### config.mk
export PLATFORM = sky130hd
export DESIGN_NAME = sliding_window_average_unit
export DESIGN_NICKNAME = d
export VERILOG_FILES = /design/src/rtl/swa_pkg.sv /design/src/rtl/swa_front.sv /design/src/rtl/swa_cmd_q.sv /design/src/rtl/swa_back.sv /design/src/rtl/sliding_window_average_unit.sv
export VERILOG_INCLUDE_DIRS = /design/src /design/src/rtl
export SDC_FILE = /design/constraint.sdc
export NUM_CORES = 1
export LEC_CHECK = 0
export BUFFER_PORTS_ARGS = -buffer_cell sky130_fd_sc_hd__buf_2
export CORE_MARGIN = 5
export CORE_UTILIZATION = 45
export DETAILED_ROUTE_END_ITERATION = 16
export PLACE_DENSITY_LB_ADDON = 0.08
export SLEW_MARGIN = 20
export SYNTH_ARGS = -nofsm -noshare
export SYNTH_HDL_FRONTEND = slang
export SYNTH_SLANG_ARGS = --single-unit
### constraint.sdc
create_clock -name clk -period 7 [get_ports clk]
set_clock_uncertainty 0.15 [all_clocks]
set_input_delay 0 -clock clk [delete_from_list [all_inputs] [get_ports clk]]
set_output_delay 0 -clock clk [all_outputs]
set_load 0.01 [all_outputs]
### src/rtl/sliding_window_average_unit_assert.svh
// ----------------------------------------------------------------------------
// Sliding window average unit: assertion macros
// Concurrent checks sampled on clk, held off while rst_n is low.
// ----------------------------------------------------------------------------
`ifndef SLIDING_WINDOW_AVERAGE_UNIT_ASSERT_SVH
`define SLIDING_WINDOW_AVERAGE_UNIT_ASSERT_SVH

// Same-cycle implication.
`define SWA_ASSERT_IMP(label, ante, cons, msg) \
  label: assert property (@(posedge clk) disable iff (!rst_n) (ante) |-> (cons)) \
    else $error(msg);

// Next-cycle implication.
`define SWA_ASSERT_NXT(label, ante, cons, msg) \
  label: assert property (@(posedge clk) disable iff (!rst_n) (ante) |=> (cons)) \
    else $error(msg);

`endif

### src/rtl/swa_pkg.sv
// ----------------------------------------------------------------------------
// swa_pkg
// Shared widths, command format and back-end states of the window averager.
// ----------------------------------------------------------------------------
`default_nettype none

package swa_pkg;

  localparam int MAX_WINDOW   = 16;
  localparam int SAMPLE_W     = 32;
  localparam int LEN_W        = $clog2(MAX_WINDOW + 1);
  localparam int POS_W        = (MAX_WINDOW > 1) ? $clog2(MAX_WINDOW) : 1;
  localparam int SUM_W        = SAMPLE_W + POS_W;
  localparam int REM_W        = LEN_W - 1 > 0 ? LEN_W - 1 : 1;
  localparam int DIV_CNT_W    = $clog2(SUM_W + 1);
  localparam int LEN_RESET    = 8;

  // Control from the register block to the front end.
  typedef struct packed {
    logic             restart;
    logic [LEN_W-1:0] len;
  } ctrl_t;

  // One classified sample, front end to back end.
  typedef struct packed {
    logic [SAMPLE_W-1:0] sample;
    logic [POS_W-1:0]    pos;
    logic                pass;   // window still filling: raw sample out
    logic                first;  // first sample after a restart
    logic [LEN_W-1:0]    len;
  } cmd_t;

  typedef enum logic [2:0] {
    BK_IDLE,
    BK_READ,
    BK_UPDATE,
    BK_DIVIDE,
    BK_OUTPUT
  } back_state_t;

  // Clamp a written length into 1..MAX_WINDOW.
  function automatic logic [LEN_W-1:0] clamp_len(input logic [LEN_W-1:0] v);
    logic [LEN_W-1:0] r;
    if (v == '0) begin
      r = LEN_W'(1);
    end else if (v > LEN_W'(MAX_WINDOW)) begin
      r = LEN_W'(MAX_WINDOW);
    end else begin
      r = v;
    end
    return r;
  endfunction

endpackage

`default_nettype wire

### src/rtl/swa_front.sv
// ----------------------------------------------------------------------------
// swa_front
// Accepts samples, tracks ring position and fill count, tags each sample.
// ----------------------------------------------------------------------------
`default_nettype none

module swa_front (
  input  wire logic                               clk,
  input  wire logic                               rst_n,
  input  wire swa_pkg::ctrl_t                     ctrl,
  input  wire logic                               push,
  input  wire logic [swa_pkg::SAMPLE_W-1:0]       in_sample,
  output      logic                               full,
  input  wire logic                               q_full,
  output      logic                               q_push,
  output      swa_pkg::cmd_t                      q_cmd
);

  logic [swa_pkg::POS_W-1:0] pos_r, pos_nxt;
  logic [swa_pkg::LEN_W-1:0] fill_r, fill_nxt;
  logic [swa_pkg::LEN_W-1:0] pos_inc;
  logic                      pass;

  assign full    = q_full;
  assign q_push  = push && !q_full;
  assign pass    = fill_r < ctrl.len;
  assign pos_inc = swa_pkg::LEN_W'(pos_r) + swa_pkg::LEN_W'(1);

  assign q_cmd.sample = in_sample;
  assign q_cmd.pos    = pos_r;
  assign q_cmd.pass   = pass;
  assign q_cmd.first  = (fill_r == '0);
  assign q_cmd.len    = ctrl.len;

  always_comb begin
    pos_nxt  = pos_r;
    fill_nxt = fill_r;
    if (ctrl.restart) begin
      pos_nxt  = '0;
      fill_nxt = '0;
    end else if (q_push) begin
      // advance and wrap at the window length
      pos_nxt = (pos_inc >= ctrl.len) ? '0 : pos_inc[swa_pkg::POS_W-1:0];
      if (pass) begin
        fill_nxt = fill_r + swa_pkg::LEN_W'(1);
      end
    end
  end

  always_ff @(posedge clk) begin
    if (!rst_n) begin
      pos_r  <= '0;
      fill_r <= '0;
    end else begin
      pos_r  <= pos_nxt;
      fill_r <= fill_nxt;
    end
  end

endmodule

`default_nettype wire

### src/rtl/swa_cmd_q.sv
// ----------------------------------------------------------------------------
// swa_cmd_q
// Two-entry queue of tagged samples between front end and back end.
// ----------------------------------------------------------------------------
`default_nettype none

module swa_cmd_q (
  input  wire logic          clk,
  input  wire logic          rst_n,
  input  wire logic          q_push,
  input  wire swa_pkg::cmd_t q_cmd,
  output      logic          q_full,
  input  wire logic          q_pop,
  output      logic          q_empty,
  output      swa_pkg::cmd_t q_head
);

  swa_pkg::cmd_t entry_r [2];
  logic          wr_ptr_r, wr_ptr_nxt;
  logic          rd_ptr_r, rd_ptr_nxt;
  logic [1:0]    count_r, count_nxt;
  logic          do_push, do_pop;

  assign q_full  = (count_r == 2'd2);
  assign q_empty = (count_r == 2'd0);
  assign q_head  = entry_r[rd_ptr_r];
  assign do_push = q_push && !q_full;
  assign do_pop  = q_pop && !q_empty;

  always_comb begin
    wr_ptr_nxt = do_push ? !wr_ptr_r : wr_ptr_r;
    rd_ptr_nxt = do_pop ? !rd_ptr_r : rd_ptr_r;
    count_nxt  = count_r;
    if (do_push && !do_pop) begin
      count_nxt = count_r + 2'd1;
    end else if (do_pop && !do_push) begin
      count_nxt = count_r - 2'd1;
    end
  end

  always_ff @(posedge clk) begin
    if (!rst_n) begin
      wr_ptr_r <= 1'b0;
      rd_ptr_r <= 1'b0;
      count_r  <= 2'd0;
    end else begin
      wr_ptr_r <= wr_ptr_nxt;
      rd_ptr_r <= rd_ptr_nxt;
      count_r  <= count_nxt;
    end
  end

  always_ff @(posedge clk) begin
    if (do_push) begin
      entry_r[wr_ptr_r] <= q_cmd;
    end
  end

endmodule

`default_nettype wire

### src/rtl/swa_back.sv
// ----------------------------------------------------------------------------
// swa_back
// Window memory, running sum and serial divider; holds one result register.
// ----------------------------------------------------------------------------
`default_nettype none

module swa_back (
  input  wire logic                          clk,
  input  wire logic                          rst_n,
  input  wire logic                          q_empty,
  input  wire swa_pkg::cmd_t                 q_head,
  output      logic                          q_pop,
  output      logic                          empty,
  input  wire logic                          pop,
  output      logic [swa_pkg::SAMPLE_W-1:0]  out_filtered,
  output      logic                          out_is_average
);

  localparam int SW = swa_pkg::SAMPLE_W;
  localparam int UW = swa_pkg::SUM_W;
  localparam int RW = swa_pkg::REM_W;
  localparam int LW = swa_pkg::LEN_W;
  localparam int CW = swa_pkg::DIV_CNT_W;

  swa_pkg::back_state_t state_r, state_nxt;

  logic [SW-1:0] win_mem [swa_pkg::MAX_WINDOW];

  swa_pkg::cmd_t cmd_r, cmd_nxt;
  logic [SW-1:0] old_r;
  logic [UW-1:0] sum_r, sum_nxt;
  logic [UW-1:0] quot_r, quot_nxt;
  logic [RW-1:0] rem_r, rem_nxt;
  logic [CW-1:0] cnt_r, cnt_nxt;
  logic [SW-1:0] res_r, res_nxt;
  logic          avg_r, avg_nxt;
  logic [LW-1:0] trial;

  assign empty          = (state_r != swa_pkg::BK_OUTPUT);
  assign out_filtered   = res_r;
  assign out_is_average = avg_r;
  assign trial          = {rem_r, quot_r[UW-1]};

  always_comb begin
    state_nxt = state_r;
    cmd_nxt   = cmd_r;
    sum_nxt   = sum_r;
    quot_nxt  = quot_r;
    rem_nxt   = rem_r;
    cnt_nxt   = cnt_r;
    res_nxt   = res_r;
    avg_nxt   = avg_r;
    q_pop     = 1'b0;
    unique case (state_r)
      swa_pkg::BK_IDLE: begin
        if (!q_empty) begin
          q_pop     = 1'b1;
          cmd_nxt   = q_head;
          state_nxt = swa_pkg::BK_READ;
        end
      end
      swa_pkg::BK_READ: begin
        state_nxt = swa_pkg::BK_UPDATE;
      end
      swa_pkg::BK_UPDATE: begin
        if (cmd_r.first) begin
          sum_nxt = UW'(cmd_r.sample);
        end else if (cmd_r.pass) begin
          sum_nxt = sum_r + UW'(cmd_r.sample);
        end else begin
          // drop the overwritten entry, add the new one
          sum_nxt = sum_r - UW'(old_r) + UW'(cmd_r.sample);
        end
        if (cmd_r.pass) begin
          res_nxt   = cmd_r.sample;
          avg_nxt   = 1'b0;
          state_nxt = swa_pkg::BK_OUTPUT;
        end else begin
          quot_nxt  = sum_nxt;
          rem_nxt   = '0;
          cnt_nxt   = CW'(UW);
          state_nxt = swa_pkg::BK_DIVIDE;
        end
      end
      swa_pkg::BK_DIVIDE: begin
        // one restoring step per cycle, MSB first
        if (trial >= cmd_r.len) begin
          rem_nxt  = RW'(trial - cmd_r.len);
          quot_nxt = {quot_r[UW-2:0], 1'b1};
        end else begin
          rem_nxt  = trial[RW-1:0];
          quot_nxt = {quot_r[UW-2:0], 1'b0};
        end
        cnt_nxt = cnt_r - CW'(1);
        if (cnt_r == CW'(1)) begin
          res_nxt   = quot_nxt[SW-1:0];
          avg_nxt   = 1'b1;
          state_nxt = swa_pkg::BK_OUTPUT;
        end
      end
      swa_pkg::BK_OUTPUT: begin
        if (pop) begin
          state_nxt = swa_pkg::BK_IDLE;
        end
      end
      default: begin
        state_nxt = swa_pkg::BK_IDLE;
      end
    endcase
  end

  always_ff @(posedge clk) begin
    if (!rst_n) begin
      state_r <= swa_pkg::BK_IDLE;
    end else begin
      state_r <= state_nxt;
    end
  end

  always_ff @(posedge clk) begin
    cmd_r  <= cmd_nxt;
    sum_r  <= sum_nxt;
    quot_r <= quot_nxt;
    rem_r  <= rem_nxt;
    cnt_r  <= cnt_nxt;
    res_r  <= res_nxt;
    avg_r  <= avg_nxt;
  end

  // Read the outgoing entry, then overwrite it with the new sample.
  always_ff @(posedge clk) begin
    if (state_r == swa_pkg::BK_READ) begin
      old_r <= win_mem[cmd_r.pos];
    end
    if (state_r == swa_pkg::BK_UPDATE) begin
      win_mem[cmd_r.pos] <= cmd_r.sample;
    end
  end

endmodule

`default_nettype wire

### src/rtl/sliding_window_average_unit.sv
// Sliding window average unit.
// Each sample passes the queue, then the back end's read and update states; once the window
// is full it also passes the 36-step serial divider. The back end takes the next sample only
// after its result is popped.
// A two-entry queue lets the front end take samples while a result waits.
// Reset (rst_n low, synchronous): window length 8, position and fill cleared.
`default_nettype none

`include "sliding_window_average_unit_assert.svh"

module sliding_window_average_unit (
  input  wire logic                          clk,
  input  wire logic                          rst_n,
  input  wire logic                          push,
  output      logic                          full,
  input  wire logic [swa_pkg::SAMPLE_W-1:0]  in_sample,
  output      logic                          empty,
  input  wire logic                          pop,
  output      logic [swa_pkg::SAMPLE_W-1:0]  out_filtered,
  output      logic                          out_is_average,
  input  wire logic                          psel,
  input  wire logic                          penable,
  input  wire logic                          pwrite,
  input  wire logic [1:0]                    paddr,
  input  wire logic [31:0]                   pwdata,
  output      logic [31:0]                   prdata,
  output      logic                          pready
);

  localparam int LW = swa_pkg::LEN_W;

  logic [LW-1:0]  len_r, len_nxt;
  logic           cfg_wr;
  logic           len_ok;
  swa_pkg::ctrl_t ctrl;
  logic           q_push, q_full, q_pop, q_empty;
  swa_pkg::cmd_t  q_cmd, q_head;

  assign pready  = 1'b1;
  assign cfg_wr  = psel && penable && pwrite && pready;
  assign prdata  = 32'(len_r) | 32'(paddr & 2'b00);
  assign len_nxt = cfg_wr ? swa_pkg::clamp_len(pwdata[LW-1:0]) : len_r;
  assign len_ok  = (len_r != '0) && (len_r <= LW'(swa_pkg::MAX_WINDOW));

  assign ctrl.restart = cfg_wr;
  assign ctrl.len     = len_r;

  always_ff @(posedge clk) begin
    if (!rst_n) begin
      len_r <= swa_pkg::clamp_len(LW'(swa_pkg::LEN_RESET));
    end else begin
      len_r <= len_nxt;
    end
  end

  swa_front u_front (
    .clk       (clk),
    .rst_n     (rst_n),
    .ctrl      (ctrl),
    .push      (push),
    .in_sample (in_sample),
    .full      (full),
    .q_full    (q_full),
    .q_push    (q_push),
    .q_cmd     (q_cmd)
  );

  swa_cmd_q u_cmd_q (
    .clk     (clk),
    .rst_n   (rst_n),
    .q_push  (q_push),
    .q_cmd   (q_cmd),
    .q_full  (q_full),
    .q_pop   (q_pop),
    .q_empty (q_empty),
    .q_head  (q_head)
  );

  swa_back u_back (
    .clk            (clk),
    .rst_n          (rst_n),
    .q_empty        (q_empty),
    .q_head         (q_head),
    .q_pop          (q_pop),
    .empty          (empty),
    .pop            (pop),
    .out_filtered   (out_filtered),
    .out_is_average (out_is_average)
  );

  `SWA_ASSERT_NXT(a_len_range, cfg_wr, len_ok, "window length out of range after write")
  `SWA_ASSERT_IMP(a_pos_in_window, q_push, q_cmd.pos < q_cmd.len, "position past window length")
  `SWA_ASSERT_IMP(a_first_is_pass, q_push && q_cmd.first, q_cmd.pass, "first sample not fill")

endmodule

`default_nettype wire
Word-level counts from Yosys, hierarchy flattened

Memory sizes are Yosys's and may differ from the RTL's. A register that Yosys moved wholly into a read port is not among the register bits.
Cells that the tools add are included.

Register bits after elaboration: 136
RAM bits: 598
Output and inout bits: 68
Memories kept: 2

Memory list:

| memory          | depth | bits a word | rd ports | clocked after Yosys merged registers in | wr ports | line            | text |
|---|---|---|---|---|---|---|---|
| u_back.win_mem  | 16    | 32          | 1        | 1                                       | 1        | swa_back.sv:27  | `logic [SW-1:0] win_mem [swa_pkg::MAX_WINDOW];` |
| u_cmd_q.entry_r | 2     | 43          | 1        | 1                                       | 1        | swa_cmd_q.sv:18 | `swa_pkg::cmd_t entry_r [2];` |

Add/sub/neg operators: 9
Order comparisons: 4
Eq/ne operators: 12
Muxes and demuxes: 32
Bitwise logic cells: 2
Reduce and logical (&&, ||, !) cells: 25

Operators by type and width:

| cell                                                | number |
|---|---|
| two-way mux 36 bit                                  | 3 |
| adder 36 x 32 -> 36 bit                             | 2 |
| one-hot mux 36 bit (2 select lines)                 | 1 |
| two-way mux 32 bit                                  | 2 |
| one-hot mux 32 bit (2 select lines)                 | 1 |
| subtractor 36 x 32 -> 36 bit                        | 1 |
| one-hot mux 3 bit (5 select lines)                  | 1 |
| two-way mux 3 bit                                   | 4 |
| two-way mux 4 bit                                   | 3 |
| one-hot mux 6 bit (2 select lines)                  | 1 |
| >= comparator 5 bit                                 | 2 |
| zero test 5 bit                                     | 2 |
| two-way mux 5 bit                                   | 2 |
| two-way mux 1 bit                                   | 9 |
| one-hot mux 4 bit (2 select lines)                  | 1 |
| logical AND 1 bit                                   | 7 |
| equality test 3 x 2 -> 1 bit, second input constant | 2 |
| equality test 6 x 1 -> 1 bit, second input constant | 1 |
| zero test 1 bit                                     | 6 |
| two-way mux 6 bit                                   | 1 |
| != test 2 bit, second input constant                | 3 |
| AND reduction 2 bit                                 | 3 |
| AND reduction 3 bit                                 | 2 |
| subtractor 6 x 1 -> 6 bit, second input constant    | 1 |
| 19 further kinds                                    | 23 |

Depth between registers and ports, before layout

Gate-level depths: netlist (run 1).

Depth after elaboration: 8
Mapped depth: 14

Cells and area by module

A second synthesis (run 1) with hierarchy kept.

Cells, all modules: 2376
Area, all modules: 36976.7 µm²

By module, submodules not included:

| module                      | times used | cells an instance | area each (µm²) | seq. area each (µm²) |
|---|---|---|---|---|
| swa_back                    | 1          | 2033              | 32147.1         | 21140.3 |
| swa_cmd_q                   | 1          | 159               | 3335.7          | 2682.6 |
| swa_front                   | 1          | 130               | 1059.8          | 180.2 |
| sliding_window_average_unit | 1          | 54                | 434.2           | 100.1 |

Least setup slack after synthesis (run 1)

OpenSTA, ideal clock, no wires.

Kind: reg-to-reg
Start: reg u_back.cmd_r[6] in the netlist's numbering
End: reg u_back.cnt_r[0], enable pin
Arrival: 4.346 ns
Path slack: 1.991 ns
Stages on the path, launching flop included: 5
Buffers on the path: 3
Period minus slack after synthesis: 5.009 ns
Cells stage by stage: edfxtp_1 -> clkbuf_1 -> clkbuf_1 -> clkbuf_1 -> o21ai_0

Longest elaborated chain between the ends: 2

Ends and longest elaborated chain:

| item                                 | line            | text |
|---|---|---|
| start: declaration                   | swa_back.sv:29  | `swa_pkg::cmd_t cmd_r, cmd_nxt;` |
| start signal: assignment             | swa_back.sv:121 | `cmd_r <= cmd_nxt;` |
| != test 2 bit (no source line)       | n/a             |  |
| AND reduction 2 bit (no source line) | n/a             |  |
| end signal: assignment               | swa_back.sv:125 | `cnt_r <= cnt_nxt;` |
| end: declaration                     | swa_back.sv:34  | `logic [CW-1:0] cnt_r, cnt_nxt;` |

Every way passes these cells.
A chain may end at the register's enable or synchronous reset.

Worst setup path after layout (run 1)

Start: reg u_back.cmd_r[19] in the netlist's numbering
End: reg u_back.quot_r[35], data pin

Longest elaborated chain between the ends: 5

Ends and longest elaborated chain:

| item                                              | line                           | text |
|---|---|---|
| adder 36 x 32 -> 36 bit, on equally long branches | swa_back.sv:72, swa_back.sv:69 |  |
| two-way mux 36 bit (*)                            | swa_back.sv:68                 | `end else if (cmd_r.pass) begin` |
| two-way mux 36 bit (*)                            | swa_back.sv:66                 | `if (cmd_r.first) begin` |
| two-way mux 36 bit (*)                            | swa_back.sv:74                 | `if (cmd_r.pass) begin` |
| one-hot mux 36 bit (2 select lines) (*)           | swa_back.sv:54                 | `unique case (state_r)` |
| net u_back.quot_nxt[35]                           | swa_back.sv:32                 | `logic [UW-1:0] quot_r, quot_nxt;` |
| end signal: assignment                            | swa_back.sv:123                | `quot_r <= quot_nxt;` |
| end: declaration                                  | swa_back.sv:32                 |  |

Mark *: on every way through the listed nets, which the timed path passes. The rest lies on a longest branch. The select of a mux whose other input is x is not followed.

==> qor.csv, run 1 <==
stage,metric,value,unit
clocking,insertion_delay,650,ps
setup_path,crit_path_start_kind,flip-flop,
sta,slew_headroom,29.75,%
clocking,post_cts_buffers,0,
power_and_ir_drop,p_leak,14.67,nW
yosys,synth_area,36120,µm²
detailed_routing,drt-total-wl,88.66,mm
sta,whs,60.09,ps
yosys,synth_cell_types,83,
clocking,clock_path_buffers,3,
floorplan,coreArea,80030,µm²
cells_and_area,drive_above_1_share,20.80,%
placed_design,placedCellCount,3362,
floorplan,rows,104,
global_route,grt_max_degree,133,
yosys,synth_area_per_cell,16.08,µm²
cells_and_area,post-route-util,52.07,%
setup_path,crit_arrival,5030,ps
floorplan,die-height,293.3,µm
cells_and_area,layout_commonest_cell,edfxtp_1,
cells_and_area,syn2layout_area_growth,15.36,%
yosys,ys_ff_latch,809,
placed_design,dp_hpwl,55.34,mm
power_and_ir_drop,vdd_drop_max,0.0003726,V
setup_path,required,7220,ps
power_and_ir_drop,seqPwrFrac,35.3,%
detailed_routing,vias_per_cell,5.578,
sta,setup_tns,0,ps
global_route,grt_antenna_before_repair,1,
clocking,tritoncts,done,
power_and_ir_drop,swShare,36.48,%
power_and_ir_drop,pwr-share-comb,41.5,%
flow_run,drv_cap,0,
placed_design,gp_congestion,0.8676,
global_route,track_usage,20.56,%
detailed_routing,drt-initial-drc-count,1758,
detailed_routing,wl_per_cell,24.63,µm
yosys,ys.flop_type,edfxtp_1,
yosys,synth-edff-count,788,
sta,finalCriticalPeriod,4805,ps
sta,timing.final.hold_violations,0,
yosys,yosysSeqAreaShare,66.67,%
floorplan,start_util,45.14,%
setup_path,crit_fanout,18,
sta,slew_viol_final,0,
floorplan,dieWidth,293.3,µm
yosys,ys_async_sr_fraction,0,%
detailed_routing,num_vias,20081,
clocking,ctsResizeCount,0,
detailed_routing,first_pass_iters,5,
clocking,cts-root-buf,clkbuf_16,
placed_design,port_buffers,83,
cells_and_area,final_cells,3600,
power_and_ir_drop,power_density,470.6,nW/µm²
sta,rsz0062_at_grt,false,
cells_and_area,final_cell_mix,"edfxtp_1, inv_1, mux4_2, nand2_1, nor2_1",
yosys,ys.warnings.count,0,
global_route,grt_pass1_vias,20843,
min_path,hold_path.class,primary input to flip-flop,
sta,max_slew.worst_pin.slew,1048,ps
power_and_ir_drop,p_sw,7.152,mW
clocking,cts_made_buffers,89,
global_route,grt_pass1_wl,132.4,mm
clocking,clk_pin_slew,60,ps
floorplan,io_pins,141,
yosys,syn_inst,2246,
power_and_ir_drop,clock_power_share,23.2,%
global_route,grt.overflow.total,0,
floorplan,die_area,86040,µm²
sta,fin_crit_sh,68.65,%
power_and_ir_drop,p_int,12.46,mW
detailed_routing,remaining_drc_errors,0,
clocking,h-tree-depth,3,
cells_and_area,final_nets,2669,
detailed_routing,ant_nets,0,
setup_path,criticalPathCategory,flip-flop to flip-flop,
cells_and_area,fillers,6605,
outcome,status,"complete, no violations",
sta,timing.fmax,208.1,MHz
setup_path,endpoint_kind,flip-flop,
sta,finalSetupViolCount,0,
clocking,cts.sinks,809,
clocking,holdBufCountCts,79,
stage by stage:
| stage | worst slack, ps | area [µm²] | power (mW) |
|---|---|---|---|
| after floorplan | 1991 | 36220 | 12.68 |
| after CTS | 2203 | 41670 | 19.74 |
| after global placement | 2351 | 38040 | 14.97 |
| after global routing | 1907 | 41670 | 20.77 |
| after detailed placement | 2237 | 38040 | 15.10 |
| final | 2195 | 41670 | 19.61 |
sequential cells by signal, indices dropped and copies added (netlist names):
name / cells
u_back.win_mem: 512
u_cmd_q.entry_r: 86
u_back.cmd_r: 43
u_back.quot_r: 36
u_back.sum_r: 36
u_back.old_r: 32
u_back.out_filtered: 32
u_back.cnt_r: 6
len_r: 5
u_front.fill_r: 5
u_back.rem_r: 4
u_front.pos_r: 4
u_back.state_r: 3
u_cmd_q.count_r: 2
u_back.out_is_average: 1
u_cmd_q.rd_ptr_r: 1
u_cmd_q.wr_ptr_r: 1
Yosys cell counts (all sizes together), types with 5 or more instances:
cell	count	share of area (%)
a21boi	8	0.17
nor2	112	1.2
a21o	32	0.67
nand4	11	0.19
fa	34	1.9
buf	54	0.91
or3	11	0.19
nor2b	16	0.28
o21bai	13	0.27
or2	6	0.11
nor3	23	0.33
o21ai	97	1.3
and2	7	0.12
ha	90	3.1
dfxtp	21	1.2
edfxtp	788	66
clkbuf	60	0.62
nand2	132	1.4
xor2	29	0.70
inv	169	1.8
nand2b	10	0.17
o211a	7	0.19
o31ai	7	0.18
a21oi	85	1.2
mux4	160	10
mux2i	15	0.42
nand3	23	0.32
a31oi	16	0.34
a22oi	5	0.10
a41oi	5	0.12
o21a	12	0.25
o211ai	13	0.27
a21bo	9	0.25
xnor2	31	0.75
mux2	51	1.6
and3	9	0.16
a211oi	24	0.53
worst max-delay path: stages (launching register included):
cell and delay (ps):
edfxtp_1 790, inv_1 200, fa_1 520, inv_1 40
ha_1 370, a21oi_1 80, o21ai_0 440, nand3_1 260
a311oi_2 620, o211a_1 340, a211oi_2 90, xnor2_1 150
a211oi_1 360, o41ai_2 90
metal layers:
layer | wire length, µm | track usage, % | vias to the layer above
li1 | - | - | 9070
met1 | 39650 | 29.04 | 10392
met2 | 43150 | 34.36 | 497
met3 | 4082 | 2.910 | 122
met4 | 1779 | 4.791 | 0
met5 | 0 | 0 | -
final cells by class:
cell class | instances | area [µm²] | area share (%)
Antenna cell | 1 | 2.502 | 0.006005
Tap cell | 1060 | 1326 | 3.183
Timing Repair Buffer | 223 | 1689 | 4.053
Multi-Input combinational cell | 1179 | 11100 | 26.63
Inverter | 170 | 638.1 | 1.531
Clock buffer | 106 | 2291 | 5.498
Clock inverter | 52 | 544.3 | 1.306
Sequential cell | 809 | 24080 | 57.80
cell families after synthesis:
| logic type | synth area share [%] |
|---|---|
| flip-flops | 66.67 |
| AO/OA/AOI/OAI | 6.917 |
| AND/OR/NAND/NOR | 4.641 |
| buffers and inverters | 3.304 |
| multiplexers | 11.99 |
| adder cells (fa/ha/maj) | 5.002 |
| XOR/XNOR | 1.455 |
| other | 0.02079 |
power by group through the flow:
stage	logic, mW	clock network [mW]	registers, mW
3_5_place_dp	8.07	0	7.03
2_1_floorplan	5.66	0	7.02
4_1_cts	8.15	4.66	6.93
6_report	8.14	4.54	6.93
5_1_grt	8.92	4.87	6.98
3_3_place_gp	7.96	0	7.01
final timing paths:
path	cells past startpoint	to	slack, ps	from
max	13	u_back.quot_r[35]	2190	u_back.cmd_r[19]
min	4	u_front.fill_r[3]	60	penable
max reg2reg	13	u_back.quot_r[35]	2190	u_back.cmd_r[19]
min reg2reg	2	u_back.quot_r[8]	380	u_back.quot_r[7]
Power figures use the tool's default switching activity.
==> inputs of run 2 (changes only) <==
- clock period: 7 -> 3.9 ns (I/O delays scaled with it)
==> run 2 against run 1 <==
Against the previous run: global-route usage grew 1.4 points; clock-buffer cell count grew 11; worst hold slack gained 7.7 ps; critical endpoint is now u_back.quot_r[32].
==> qor.csv, run 2 (synthesis gave the netlist of run 1 again) <==
stage,metric,value,unit
setup_path,crit_path_start_kind,flip-flop,
global_route,grt_pass1_wl,140.3,mm
clocking,cts-root-buf,clkbuf_16,
sta,rsz0062_at_grt,true,
setup_path,criticalPathCategory,flip-flop to flip-flop,
placed_design,gp_congestion,0.9115,
detailed_routing,first_pass_iters,5,
floorplan,rows,104,
clocking,clk_pin_slew,60,ps
placed_design,dp_hpwl,62.22,mm
cells_and_area,syn2layout_area_growth,18.58,%
detailed_routing,num_vias,20904,
global_route,grt_antenna_before_repair,4,
sta,finalCriticalPeriod,3870,ps
detailed_routing,drt-initial-drc-count,1773,
setup_path,endpoint_kind,flip-flop,
sta,slew_viol_final,0,
flow_run,drv_cap,0,
sta,whs,67.81,ps
clocking,h-tree-depth,3,
cells_and_area,regMostFlops,u_back.win_mem,
floorplan,io_pins,141,
clocking,cts.sinks,809,
floorplan,start_util,45.14,%
min_path,min-delay-start,penable,
power_and_ir_drop,clock_power_share,21.0,%
cells_and_area,reg_top3,"u_back.win_mem: 512 flops, u_cmd_q.entry_r: 86 flops, u_back.cmd_r: 43 flops",
setup_path,required,4130,ps
clocking,clock_path_buffers,3,
cells_and_area,largest_register_ffs,512,
detailed_routing,ant_nets,0,
min_path,hold_depth,4,
setup_path,r2r_start,u_back.sum_r[1],
global_route,grt_max_degree,61,
min_path,hold_path.class,primary input to flip-flop,
setup_path,r2r-end,u_back.quot_r[32],
cells_and_area,layout_commonest_cell,edfxtp_1,
detailed_routing,vias_per_cell,5.645,
floorplan,die_area,86040,µm²
setup_path,crit_fanout,3,
power_and_ir_drop,power_density,866.0,nW/µm²
detailed_routing,remaining_drc_errors,0,
setup_path,crit_arrival,4100,ps
floorplan,coreArea,80030,µm²
power_and_ir_drop,swShare,37.07,%
clocking,cts_made_buffers,87,
global_route,grt.overflow.total,0,
floorplan,dieWidth,293.3,µm
power_and_ir_drop,p_int,23.34,mW
cells_and_area,final_cell_mix,"edfxtp_1, inv_1, mux4_2, buf_4, nand2_1",
sta,timing.final.hold_violations,0,
sta,timing.fmax,258.4,MHz
clocking,insertion_delay,640,ps
min_path,holdPathEnd,u_front.pos_r[0],
power_and_ir_drop,p_sw,13.75,mW
detailed_routing,drt-total-wl,95.06,mm
setup_path,reg2reg_depth,13,
global_route,track_usage,21.97,%
global_route,grt_pass1_vias,21477,
placed_design,port_buffers,83,
sta,max_slew.worst_pin.slew,983.1,ps
power_and_ir_drop,p_leak,15.17,nW
power_and_ir_drop,pwr-share-comb,45.7,%
sta,slew_headroom,34.46,%
detailed_routing,routed-wl-met2,45.17,mm
floorplan,die-height,293.3,µm
clocking,tritoncts,done,
sta,finalSetupViolCount,0,
detailed_routing,wl_per_cell,25.67,µm
power_and_ir_drop,vdd_drop_max,0.0004637,V
detailed_routing,top_layer_used,met4,
setup_path,r2r_slack,30,ps
detailed_routing,wirelength_met1,41.66,mm
cells_and_area,drive_above_1_share,25.28,%
cells_and_area,post-route-cell-area,42830,µm²
sta,fin_crit_sh,99.23,%
power_and_ir_drop,seqPwrFrac,33.3,%
outcome,status,"complete, no violations",
detailed_routing,dr_wl_met3,5.937,mm
placed_design,placed_area,38980,µm²
cells_and_area,final_nets,2769,
[run 2: per-stage QoR]
step / power [mW] / std cells / utilization, % / worst slack, ps / TNS [ps]
final: 37.10 / 3703 / 53.52 / 30.11 / 0
after global routing: 39.19 / 3702 / 53.52 / -98.89 / -481.8
after floorplan: 22.76 / 2272 / - / 52.43 / 0
after detailed placement: 28.46 / 3453 / 48.71 / -188.5 / -1052
after global placement: 28.22 / 3451 / 48.67 / -151.1 / -864.5
after CTS: 36.60 / 3693 / 53.13 / -12.84 / -12.84
[run 2: layout make-up]
cell class | instances | area (µm²)
Tap cell | 1060 | 1326
Fill cell | 6500 | 37190
Clock buffer | 117 | 2321
Inverter | 170 | 638.1
Antenna cell | 1 | 2.502
Sequential cell | 809 | 24080
Multi-Input combinational cell | 1179 | 11400
Clock inverter | 42 | 361.6
Timing Repair Buffer | 325 | 2695
[run 2: worst max-delay path, cell delays in order, from the launching register on]
cell and delay [ps]:
edfxtp_1 360, inv_2 50, fa_1 540, inv_2 50, fa_2 360, a211oi_4 300
nor3_2 100, o21a_2 280, o211a_4 290, o31ai_4 220, a41oi_2 230, a21boi_1 210
xnor2_1 110, a311o_1 360
[run 2: what timing repair did]
item / 4_1_cts / 5_1_grt
hold buffers: 79 / 0
buffers inserted: 2 / 9
resized for setup: 9 / 50
hold endpoints to repair: 85 / 0
pin swaps: 0 / 22
endpoints found under the setup margin: 18 / 24
[run 2: per-layer routing]
| layer | global-route usage (%) | vias up |
|---|---|---|
| met2 | 35.37 | 656 |
| met1 | 31.77 | 10842 |
| met3 | 3.341 | 133 |
| met4 | 5.803 | 0 |
| li1 | - | 9273 |
| met5 | 0 | - |
[run 2: power by group through the flow]
stage | registers, mW | clock network (mW) | logic, mW
2_1_floorplan | 12.6 | 0 | 10.2
3_3_place_gp | 12.6 | 0 | 15.6
3_5_place_dp | 12.6 | 0 | 15.9
4_1_cts | 12.4 | 8.03 | 16.2
5_1_grt | 12.4 | 8.40 | 18.4
6_report | 12.3 | 7.81 | 17.0
[run 2: worst max path at each step]
stage / from / end / cells after the start
after floorplan: u_back.cmd_r[12] / u_back.quot_r[28] / 13
after global placement: u_back.cmd_r[27] / u_back.quot_r[32] / 14
after detailed placement: u_back.cmd_r[27] / u_back.quot_r[32] / 14
after CTS: u_back.sum_r[1] / u_back.quot_r[35] / 14
after global routing: u_back.sum_r[1] / u_back.quot_r[32] / 13
final: u_back.sum_r[1] / u_back.quot_r[32] / 13
==> inputs of run 3 (changes only) <==
- ABC_AREA: not set -> 1
==> run 3 against run 2 <==
Against the previous run: sequential power grew 4%; clock power grew 5.0%; worst setup slack gained 310 ps; total power grew 8.4%; clock-buffer cell count shrank 13; global-route usage grew 2.9 points; wire length grew 15%; combinational power grew 13%; non-clock buffer count shrank 77; synthesized cell count grew 44%; register-to-register slack gained 310 ps; first-iteration DRC count grew 31%.
==> qor.csv, run 3 <==
stage,metric,value,unit
cells_and_area,reg_top3,"u_back.win_mem: 512 flops, u_cmd_q.entry_r: 86 flops, u_back.cmd_r: 43 flops",
sta,setup_tns,0,ps
sta,setup_ws,339.2,ps
cells_and_area,largest_register_ffs,512,
detailed_routing,drt-total-wl,109.7,mm
setup_path,required,4130,ps
sta,rsz0062_at_grt,false,
yosys,yosysSeqAreaShare,65.59,%
sta,fin_crit_sh,91.30,%
detailed_routing,num_vias,25287,
cells_and_area,layout_commonest_cell,edfxtp_1,
setup_path,cpMostUsedCell,nand2_1,
floorplan,die_area,87410,µm²
clocking,insertion_delay,650,ps
sta,timing.final.hold_violations,0,
clocking,ctsResizeCount,0,
cells_and_area,final_cells,4575,
power_and_ir_drop,power_density,946.2,nW/µm²
flow_run,drv_cap,0,
cells_and_area,post-route-cell-area,42510,µm²
yosys,synth_top_area_share,64.44,%
yosys,synth-edff-count,788,
setup_path,startpoint,u_back.cmd_r[14],
yosys,ys.warnings.count,0,
yosys,synth_area,36720,µm²
power_and_ir_drop,vdd_drop_max,0.0004590,V
yosys,ys_top_cells_by_count,"edfxtp_1, nand2_1, inv_1",
cells_and_area,post-route-util,52.69,%
clocking,clk_pin_slew,60,ps
detailed_routing,remaining_drc_errors,0,
setup_path,path_cells,inv_1 > fa_1 > inv_1 > ha_1 > nand2_1 > nor2_1 > nand2_1 > nand2_1 > nand2_1 > nand2_1 > nand2_1 > nand2_1 > nand2_1 > nand3_1 > nand3_1 > and2_1,
sta,whs,120.5,ps
setup_path,cp_slowest_cell,fa_1,
detailed_routing,wl_per_cell,23.97,µm
cells_and_area,final_nets,3644,
min_path,holdPathEnd,u_cmd_q.rd_ptr_r,
floorplan,start_util,45.51,%
cells_and_area,fillers,6966,
cells_and_area,regMostFlops,u_back.win_mem,
detailed_routing,drt-initial-drc-count,2331,
clocking,tritoncts,done,
placed_design,placed_area,38840,µm²
power_and_ir_drop,p_leak,16.56,nW
global_route,grt.overflow.total,0,
placed_design,place_ws,447.7,ps
outcome,status,"complete, no violations",
power_and_ir_drop,finalPower,40.22,mW
yosys,synth_area_per_cell,11.39,µm²
floorplan,dieWidth,295.7,µm
sta,timing.fmax,280.8,MHz
yosys,yosysMostFrequentCell,edfxtp_1,
cells_and_area,diodes,0,
floorplan,die-height,295.7,µm
detailed_routing,ant_nets,0,
setup_path,crit_fanout,6,
placed_design,gp_congestion,0.9729,
global_route,grt_max_degree,96,
yosys,synth_cell_types,40,
global_route,grt_antenna_before_repair,5,
sta,slew_headroom,28.81,%
setup_path,crit_path_start_kind,flip-flop,
yosys,yosys-top-cells-area,"edfxtp_1, nand2_1, a22oi_1",
sta,max_slew.worst_pin.slew,1064,ps
yosys,synth_top_cell_by_area,edfxtp_1,
min_path,hold_depth,4,
sta,slew_viol_final,0,
yosys,ys.flop_type,edfxtp_1,
setup_path,crit_arrival,3790,ps
sta,finalSetupViolCount,0,
clocking,h-tree-depth,3,
global_route,grt_pass1_wl,160.1,mm
cells_and_area,drive_above_1_share,9.075,%
placed_design,port_buffers,83,
cells_and_area,final_cell_mix,"edfxtp_1, nand2_1, inv_1, a22oi_1, a21oi_1",
setup_path,reg2reg_depth,16,
global_route,track_usage,24.82,%
min_path,min-delay-start,rst_n,
placed_design,placedCellCount,4335,
cells_and_area,syn2layout_area_growth,15.76,%
setup_path,criticalPathCategory,flip-flop to flip-flop,
setup_path,slowest_delay,500,ps
yosys,syn_inst,3225,
yosys,ys_async_sr_fraction,0,%
clocking,clock_path_buffers,3,
floorplan,rows,104,
setup_path,r2r_slack,340,ps
placed_design,dp_hpwl,71.98,mm
setup_path,r2r-end,u_back.sum_r[27],
setup_path,r2r_start,u_back.cmd_r[14],
detailed_routing,first_pass_iters,6,
yosys,ys_ff_latch,809,
global_route,grt_pass1_vias,24575,
floorplan,io_pins,141,
min_path,hold_path.class,primary input to flip-flop,
detailed_routing,vias_per_cell,5.527,
clocking,cts-root-buf,clkbuf_16,
clocking,cts.sinks,809,
floorplan,coreArea,80680,µm²
setup_path,endpoint_kind,flip-flop,
clocking,cts_made_buffers,85,
sta,finalCriticalPeriod,3561,ps
==> run 3: layout make-up <==
| cell class | instances | area, µm² | share of cell area [%] |
|---|---|---|---|
| Multi-Input combinational cell | 1905 | 10720 | 25.23 |
| Inverter | 398 | 1499 | 3.526 |
| Timing Repair Buffer | 248 | 2054 | 4.833 |
| Sequential cell | 809 | 24080 | 56.66 |
| Clock buffer | 104 | 2251 | 5.295 |
| Tap cell | 1060 | 1326 | 3.120 |
| Clock inverter | 51 | 570.5 | 1.342 |
==> run 3: worst max-delay path, delay by kind of cell (launching register included) <==
kind	cells	cell delay, ps
fa+ha+maj	2	900
buf+inv	2	190
flops	1	470
simple gates	12	1610
==> run 3: worst max-delay path by stage <==
stage | end | slack, ps | cells past startpoint
6_report | u_back.sum_r[27] | 340 | 16
5_1_grt | u_back.sum_r[27] | 160 | 16
4_1_cts | u_back.sum_r[27] | 430 | 16
3_5_place_dp | u_back.sum_r[27] | 450 | 16
3_3_place_gp | u_back.sum_r[27] | 470 | 16
2_1_floorplan | u_back.win_mem[0][0] | 80 | 6
==> run 3: kinds of logic (layout without fill, tap and decap cells) <==
group	Yosys count	count (layout)	share of synthesized area [%]
XOR/XNOR	18	18	0.4293
adder cells (fa/ha/maj)	124	124	4.920
other	2	28	0.02045
flip-flops	809	809	65.59
AND/OR/NAND/NOR	1133	1133	12.87
AO/OA/AOI/OAI	602	602	10.16
buffers and inverters	537	801	6.021
==> run 3: where the power goes <==
part	internal, mW	total, mW	switching, mW	leakage, nW
clock	4.80	8.20	3.41	1.37
sequential	12.1	12.8	0.712	7.33
combinational	5.64	19.2	13.6	7.86
==> run 3: repair_timing <==
action	in CTS	in global routing
endpoints found under the hold margin	85	0
buffers inserted	0	0
hold buffers	85	0
==> run 3: routing by layer <==
layer,wire [µm],global-route usage [%]
met1,48300,35.91
met3,8553,5.085
met4,3239,7.079
met2,49560,38.55
met5,0,0
